**config.mk**
```make
export PLATFORM = sky130hd
export DESIGN_NAME = percent_encoder_stream
export DESIGN_NICKNAME = d
export VERILOG_FILES = /design/src/hdl/pes_pkg.sv /design/src/hdl/pes_front.sv /design/src/hdl/pes_fifo.sv /design/src/hdl/pes_back.sv /design/src/hdl/percent_encoder_stream.sv
export SDC_FILE = /design/constraint.sdc
export NUM_CORES = 1
export LEC_CHECK = 0
export CAP_MARGIN = 0
export CORE_ASPECT_RATIO = 0.6
export CORE_MARGIN = 8
export CORE_UTILIZATION = 49
export DETAILED_ROUTE_END_ITERATION = 12
export DONT_BUFFER_PORTS = 1
export GPL_ROUTABILITY_DRIVEN = 0
export PLACE_DENSITY = 0.66
export SYNTH_ARGS = -nofsm -noshare
export SYNTH_HDL_FRONTEND = slang
export SYNTH_SLANG_ARGS = --single-unit
```
**constraint.sdc**
```tcl
create_clock -name i_clk -period 3.3 [get_ports i_clk]
set_clock_uncertainty 0.1 [all_clocks]
set_input_delay 0.99 -clock i_clk [delete_from_list [all_inputs] [get_ports i_clk]]
set_output_delay 0.99 -clock i_clk [all_outputs]
set_load 0.005 [all_outputs]
```
**src/hdl/pes_pkg.sv**
```systemverilog
package pes_pkg;

    localparam logic [7:0] CH_BACKSLASH = 8'h5C;
    localparam logic [7:0] CH_LOWER_N   = 8'h6E;
    localparam logic [7:0] CH_PERCENT   = 8'h25;
    localparam logic [7:0] CH_NEWLINE   = 8'h0A;

    // position of the last hex digit within a three-byte escape
    localparam logic [1:0] DIGIT_LAST   = 2'd2;

    typedef enum logic [1:0] {
        KIND_NONE,
        KIND_PLAIN,
        KIND_ESC
    } t_kind;

    // one queued request: an optional leading escape, then the byte itself
    typedef struct packed {
        logic       pre_esc;
        logic [7:0] pre_byte;
        t_kind      main_kind;
        logic [7:0] main_byte;
        logic       last;
    } t_desc;

    function automatic logic is_reserved(input logic [7:0] b);
        logic r;
        case (b)
            8'h20, 8'h23, 8'h24, 8'h25, 8'h26, 8'h2B, 8'h2C, 8'h2F,
            8'h3A, 8'h3B, 8'h3C, 8'h3D, 8'h3E, 8'h3F, 8'h40, 8'h5B,
            8'h5C, 8'h5D, 8'h5E, 8'h7B, 8'h7D, 8'h7C: r = 1'b1;
            default: r = 1'b0;
        endcase
        return r;
    endfunction

    function automatic logic [7:0] hex_upper(input logic [3:0] d);
        logic [7:0] r;
        if (d < 4'd10) begin
            r = 8'h30 + {4'h0, d};
        end else begin
            r = 8'h37 + {4'h0, d};
        end
        return r;
    endfunction

endpackage

```
**src/hdl/pes_front.sv**
```systemverilog
module pes_front (
    input  logic           i_clk,
    input  logic           i_rst_n,
    input  logic           i_accept,
    input  logic [7:0]     i_in_byte,
    input  logic           i_in_last,
    output logic           o_wr_en,
    output pes_pkg::t_desc o_desc
);

    logic r_pending;
    logic n_pending;
    logic is_nl;

    always_comb begin
        is_nl            = r_pending && (i_in_byte == pes_pkg::CH_LOWER_N);
        o_desc.pre_esc   = r_pending;
        o_desc.pre_byte  = is_nl ? pes_pkg::CH_NEWLINE : pes_pkg::CH_BACKSLASH;
        o_desc.main_byte = i_in_byte;
        o_desc.last      = i_in_last;
        n_pending        = 1'b0;
        if (is_nl) begin
            o_desc.main_kind = pes_pkg::KIND_NONE;
        end else if (i_in_byte == pes_pkg::CH_BACKSLASH && !i_in_last) begin
            // hold until the next byte shows whether it is a newline escape
            o_desc.main_kind = pes_pkg::KIND_NONE;
            n_pending        = 1'b1;
        end else if (pes_pkg::is_reserved(i_in_byte)) begin
            o_desc.main_kind = pes_pkg::KIND_ESC;
        end else begin
            o_desc.main_kind = pes_pkg::KIND_PLAIN;
        end
        // drop requests that produce no output
        o_wr_en = i_accept && (r_pending || o_desc.main_kind != pes_pkg::KIND_NONE);
    end

    always_ff @(posedge i_clk) begin
        if (!i_rst_n) begin
            r_pending <= 1'b0;
        end else if (i_accept) begin
            r_pending <= n_pending;
        end
    end

endmodule

```
**src/hdl/pes_fifo.sv**
```systemverilog
module pes_fifo #(
    parameter int DEPTH = 4
) (
    input  logic           i_clk,
    input  logic           i_rst_n,
    input  logic           i_wr_en,
    input  pes_pkg::t_desc i_wr_data,
    input  logic           i_rd_en,
    output pes_pkg::t_desc o_rd_data,
    output logic           o_full,
    output logic           o_empty
);

    localparam int AW = (DEPTH > 1) ? $clog2(DEPTH) : 1;
    localparam int CW = $clog2(DEPTH + 1);
    localparam logic [AW-1:0] PTR_MAX = AW'(DEPTH - 1);
    localparam logic [CW-1:0] CNT_MAX = CW'(DEPTH);

    pes_pkg::t_desc r_mem [DEPTH];
    logic [AW-1:0]  r_wr_ptr;
    logic [AW-1:0]  r_rd_ptr;
    logic [CW-1:0]  r_count;
    logic           wr_do;
    logic           rd_do;

    assign o_full    = (r_count == CNT_MAX);
    assign o_empty   = (r_count == '0);
    assign o_rd_data = r_mem[r_rd_ptr];
    assign wr_do     = i_wr_en && !o_full;
    assign rd_do     = i_rd_en && !o_empty;

    always_ff @(posedge i_clk) begin
        if (wr_do) begin
            r_mem[r_wr_ptr] <= i_wr_data;
        end
    end

    always_ff @(posedge i_clk) begin
        if (!i_rst_n) begin
            r_wr_ptr <= '0;
            r_rd_ptr <= '0;
            r_count  <= '0;
        end else begin
            if (wr_do) begin
                r_wr_ptr <= (r_wr_ptr == PTR_MAX) ? '0 : r_wr_ptr + AW'(1);
            end
            if (rd_do) begin
                r_rd_ptr <= (r_rd_ptr == PTR_MAX) ? '0 : r_rd_ptr + AW'(1);
            end
            if (wr_do && !rd_do) begin
                r_count <= r_count + CW'(1);
            end else if (rd_do && !wr_do) begin
                r_count <= r_count - CW'(1);
            end
        end
    end

endmodule

```
**src/hdl/pes_back.sv**
```systemverilog
module pes_back (
    input  logic           i_clk,
    input  logic           i_rst_n,
    input  logic           i_head_valid,
    input  pes_pkg::t_desc i_head,
    output logic           o_head_pop,
    output logic           empty,
    input  logic           pop,
    output logic [7:0]     o_out_byte,
    output logic           o_run_last,
    output logic           o_message_end
);

    logic       r_out_valid;
    logic [7:0] r_out_byte;
    logic       r_out_run_last;
    logic       r_out_msg_end;
    logic       r_pre_done;
    logic [1:0] r_digit;

    logic       on_pre;
    logic       unit_esc;
    logic [7:0] unit_byte;
    logic [7:0] cur_byte;
    logic       unit_end;
    logic       item_end;
    logic       advance;

    always_comb begin
        on_pre    = i_head.pre_esc && !r_pre_done;
        unit_esc  = on_pre || (i_head.main_kind == pes_pkg::KIND_ESC);
        unit_byte = on_pre ? i_head.pre_byte : i_head.main_byte;
        case (r_digit)
            2'd0:    cur_byte = unit_esc ? pes_pkg::CH_PERCENT : unit_byte;
            2'd1:    cur_byte = pes_pkg::hex_upper(unit_byte[7:4]);
            default: cur_byte = pes_pkg::hex_upper(unit_byte[3:0]);
        endcase
        unit_end = !unit_esc || (r_digit == pes_pkg::DIGIT_LAST);
        item_end = unit_end && (!on_pre || i_head.main_kind == pes_pkg::KIND_NONE);
        // advance whenever the output register is free or being drained
        advance  = i_head_valid && (!r_out_valid || pop);
    end

    assign o_head_pop    = advance && item_end;
    assign empty         = !r_out_valid;
    assign o_out_byte    = r_out_byte;
    assign o_run_last    = r_out_run_last;
    assign o_message_end = r_out_msg_end;

    always_ff @(posedge i_clk) begin
        if (advance) begin
            r_out_byte     <= cur_byte;
            r_out_run_last <= item_end;
            r_out_msg_end  <= item_end && i_head.last;
        end
    end

    always_ff @(posedge i_clk) begin
        if (!i_rst_n) begin
            r_out_valid <= 1'b0;
            r_pre_done  <= 1'b0;
            r_digit     <= '0;
        end else begin
            if (advance) begin
                r_out_valid <= 1'b1;
            end else if (pop) begin
                r_out_valid <= 1'b0;
            end
            if (advance) begin
                if (item_end) begin
                    r_pre_done <= 1'b0;
                    r_digit    <= '0;
                end else if (unit_end) begin
                    r_pre_done <= 1'b1;
                    r_digit    <= '0;
                end else begin
                    r_digit <= r_digit + 2'd1;
                end
            end
        end
    end

endmodule

```
**src/hdl/percent_encoder_stream.sv**
```systemverilog
// Streaming percent encoder.
// Input side is a queue: drive i_in_byte/i_in_last with push; a request is
// taken on a clock edge with push high and full low. i_in_last marks the
// final byte of a message.
// Output side is a queue: while empty is low, o_out_byte, o_run_last and
// o_message_end show the oldest result; pop high takes it at the edge.
// Reserved characters leave as three bytes ('%' and two upper-case hex
// digits), all others as one byte; backslash then 'n' leaves as %0A.
// A backslash that is not last is held and leaves with the next request.
// With nothing queued ahead, the first result of a request passes through
// the queue memory and then the output register before it shows.
// Throughput: while the queue holds a request and the receiver pops, the
// back end emits one byte per cycle; a request leaves as one byte (plain)
// to three bytes (escape), up to six when a held backslash is flushed ahead.
// A DEPTH-entry queue sits between classification and expansion; when the
// receiver stalls the output register holds its byte, the queue fills and
// full rises. Synchronous reset empties the queue and the output register
// and clears any held backslash.
module percent_encoder_stream #(
    parameter int DEPTH = 4
) (
    input  logic       i_clk,
    input  logic       i_rst_n,
    input  logic       push,
    output logic       full,
    input  logic [7:0] i_in_byte,
    input  logic       i_in_last,
    output logic       empty,
    input  logic       pop,
    output logic [7:0] o_out_byte,
    output logic       o_run_last,
    output logic       o_message_end
);

    logic           accept;
    logic           wr_en;
    pes_pkg::t_desc wr_desc;
    pes_pkg::t_desc head;
    logic           q_empty;
    logic           head_pop;

    assign accept = push && !full;

    pes_front u_front (
        .i_clk     (i_clk),
        .i_rst_n   (i_rst_n),
        .i_accept  (accept),
        .i_in_byte (i_in_byte),
        .i_in_last (i_in_last),
        .o_wr_en   (wr_en),
        .o_desc    (wr_desc)
    );

    pes_fifo #(
        .DEPTH (DEPTH)
    ) u_fifo (
        .i_clk     (i_clk),
        .i_rst_n   (i_rst_n),
        .i_wr_en   (wr_en),
        .i_wr_data (wr_desc),
        .i_rd_en   (head_pop),
        .o_rd_data (head),
        .o_full    (full),
        .o_empty   (q_empty)
    );

    pes_back u_back (
        .i_clk         (i_clk),
        .i_rst_n       (i_rst_n),
        .i_head_valid  (!q_empty),
        .i_head        (head),
        .o_head_pop    (head_pop),
        .empty         (empty),
        .pop           (pop),
        .o_out_byte    (o_out_byte),
        .o_run_last    (o_run_last),
        .o_message_end (o_message_end)
    );

endmodule

```
==> impl_metrics.tcl <==
set metrics [dict create \
    status "completed" \
    min_path_cells 2 \
    final_core_util 0.566 \
    peakVddDrop_mv 0.335 \
    swShare 0.316 \
    drt_pass1_iterations 4 \
    synth_edf_count 66 \
    drive_gt1_frac 0.148 \
    synth.top_cell.area_share 0.535 \
    dp_hpwl_um 4840 \
    root_buffer "clkbuf_16" \
    grt_busiest_layer "met2" \
    worstHoldEndpoint "u_back.r_out_valid" \
    crit_fanout 10 \
    first_global_vias 2205 \
    grt_max_degree 16 \
    via_per_inst 5.57 \
    synth_top_family_by_area "multiplexers" \
    max-cap-violations 0 \
    diodes 0 \
    synth.distinct_cells 51 \
    layout.nets 298 \
    port_buffers 0 \
    p_int_mw 2.47 \
    post-route-drc-count 0 \
    worst_slew_pin_slew_ns 0.797 \
    cts_tree "done" \
    vias 2123 \
    grt_use_met1 0.197 \
    core-area_sq_um 7300 \
    leakagePower_nw 1.42 \
    crit_type "reg2reg" \
    slew_viol_final 0 \
    met2_usage 0.203 \
    worstPathArrival_ns 3.00 \
    setup_viol 0 \
    synth_area_leaders "edfxtp_1 53%, mux4_2 7.9%, dfxtp_1 7.6%, ha_1 3.7%, mux2i_1 3.0%" \
    synthTopCellsByCount "66 x edfxtp_1, 17 x nand2_1, 15 x nor2_1" \
    synth_cells 265 \
    max_freq_mhz 330 \
    die_h_um 83.4 \
    synthAdderAreaFrac 0.0425 \
    synth_top_area_cell "edfxtp_1" \
    die_w_um 128 \
    synth_compound_area_frac 0.0837 \
    start_util 0.508 \
    power_frac_comb 0.349 \
    reg2reg_depth 9 \
    cts.sinks 80 \
    io_pins 25 \
    fin_crit_sh 0.917 \
    critPathCaptureType "flop" \
    grt_setup_unrepaired "no" \
    finalHoldViolations 0 \
    synth_area_sq_um 3710 \
    antenna_found_initial 0 \
    postCtsSetupRepairBufs 0 \
    grtUsageTotal 0.145 \
    clock_latency_ns 0.33 \
    synthesis.nets 290 \
    p_per_area_nw_per_um2 875 \
    p_clk_frac 0.256 \
    cts_buffers 9 \
    power_frac_seq 0.395 \
    synthMuxAreaShare 0.112 \
    synthMostInstantiatedCell "edfxtp_1" \
    hold_path_class "reg2reg" \
    synth_ff_type "edfxtp_1" \
    power_switching_mw 1.14 \
    area_growth_syn_to_layout_pct 11.4 \
    drt_iter0_markers 206 \
    grt-ovfl-total 0 \
    ys_async_sr_fraction 0 \
    grt_pass1_wl_um 11700 \
    routedWlPerCell_um 18.1 \
    yosys_warnings 0 \
    total_power_mw 3.61 \
    cp-start-kind "flop" \
    rr_endpoint "u_back.o_out_byte[2]" \
    fp-row-count 24 \
    clkTransAtPathRegs_ns 0.06 \
    htree_num_levels 3 \
    ys_seq_elements 80 \
    clockBufferDepth 2 \
    period_minus_slack_ns 3.03 \
    synth-simple-area-share 0.109 \
    setup_tns_ns 0 \
    wirelength_um 6910 \
    hold_buffers 0 \
    die-area_sq_um 10700 \
    antenna_left 0 \
    worstHoldStart "u_back.r_out_valid" \
    max-slew-margin-rel 0.469 \
    r2r_setup_slack_ns 0.27 \
    required_ns 3.28 \
    synth_xor_area_frac 0.0118 \
    met3_usage 0.0568 \
    avgSynthCellArea_sq_um 14.0 \
    synth_seq_area_share 0.610 \
]
==> cell usage in the layout (no fill, tap or decap), types with 4 or more instances in the layout <==
cell type | netlist | routed
edfxtp_1 | 66 | 66
nand2_1 | 17 | 17
nor2_1 | 15 | 15
inv_1 | 14 | 14
dfxtp_1 | 14 | 14
mux4_2 | 13 | 13
mux2i_1 | 11 | 11
ha_1 | 11 | 11
clkbuf_16 | 0 | 9
a21oi_1 | 9 | 8
nand2b_1 | 6 | 6
o21ai_0 | 6 | 6
and2_1 | 6 | 6
buf_4 | 0 | 6
nand3_1 | 5 | 5
nor2b_1 | 5 | 5
nor3b_1 | 4 | 4
o221ai_1 | 4 | 4
nand4_1 | 4 | 4
xor2_1 | 4 | 4
a21boi_0 | 4 | 4
==> worst max path at each step <==
stage	from	cells past startpoint	to	slack, ns
after floorplan	i_in_byte[1]	10	u_fifo.r_count[2]	0.10
after global placement	i_in_byte[5]	9	u_fifo.r_count[2]	0.23
after detailed placement	i_in_byte[5]	9	u_fifo.r_count[2]	0.19
after CTS	flop	10	u_fifo.r_count[2]	0.20
after global routing	flop	9	u_back.o_out_byte[2]	0.02
final	flop	9	u_back.o_out_byte[2]	0.27
==> routing by layer <==
metal  routed length [um]  part of all wire
met2                 3090              0.45
met5                    0                 0
met1                 3300              0.48
met3                  473             0.068
met4                   38            0.0055
==> kinds of logic (layout without fill, tap and decap cells) <==
family / after synthesis / after routing
flip-flops: 80 / 80
AND/OR/NAND/NOR: 76 / 76
AO/OA/AOI/OAI: 43 / 43
multiplexers: 25 / 25
buffers and inverters: 24 / 36
adder cells (fa/ha/maj): 12 / 12
XOR/XNOR: 5 / 5
==> power by group through the flow <==
stage | Sequential, mW | Combinational (mW) | Clock (mW)
finish | 1.43 | 1.26 | 0.926
global route | 1.45 | 1.43 | 1.00
floorplan | 1.41 | 0.990 | 0
global placement | 1.45 | 1.24 | 0
CTS | 1.43 | 1.26 | 0.949
detailed placement | 1.46 | 1.25 | 0
==> worst max-delay path, cell delays in order (launching register included) <==
cell	delay, ns
dfxtp_1	0.49
buf_4	0.21
mux2i_1	0.29
o22a_1	0.24
buf_4	0.20
mux2i_1	0.37
ha_1	0.24
nor4b_1	0.32
xor2_1	0.21
o211ai_1	0.10
==> state kept, by name, indices dropped and copies added, names as in the netlist, named ones only <==
| signal | cells |
|---|---|
| u_back.o_message_end | 1 |
| u_front.r_pending | 1 |
| u_back.o_out_byte | 8 |
| u_back.r_pre_done | 1 |
| u_back.r_digit | 2 |
| u_back.o_run_last | 1 |
| u_fifo.r_mem | 56 |
| u_fifo.r_wr_ptr | 2 |
| u_back.r_out_valid | 1 |
| u_fifo.r_count | 3 |
| u_fifo.r_rd_ptr | 2 |
==> per-stage QoR <==
stage / hold slack, ns / std cells / worst slack (ns) / instance area, sq um
4_1_cts: 0.396 / 381 / 0.195 / 4130
6_report: 0.394 / 381 / 0.273 / 4130
3_5_place_dp: 0.388 / 366 / 0.191 / 3850
3_3_place_gp: 0.377 / 366 / 0.225 / 3850
2_1_floorplan: 0.366 / 265 / 0.103 / 3710
5_1_grt: 0.440 / 381 / 0.0178 / 4130
==> cell type report <==
class                      instances  area, sq um
clock buffer                      10          229
clock inverter                     5         48.8
fill                             574         3170
inverter                          14         52.6
multi-input combinational        161         1340
sequential                        80         2260
tap                              104          130
timing repair buffer               7         65.1
==> what timing repair did <==
item                       CTS  global route
hold endpoints to repair     0             0
setup endpoints to repair    0             1
gates resized for setup      0             1
Note: power is estimated with default switching activity, not from simulation.
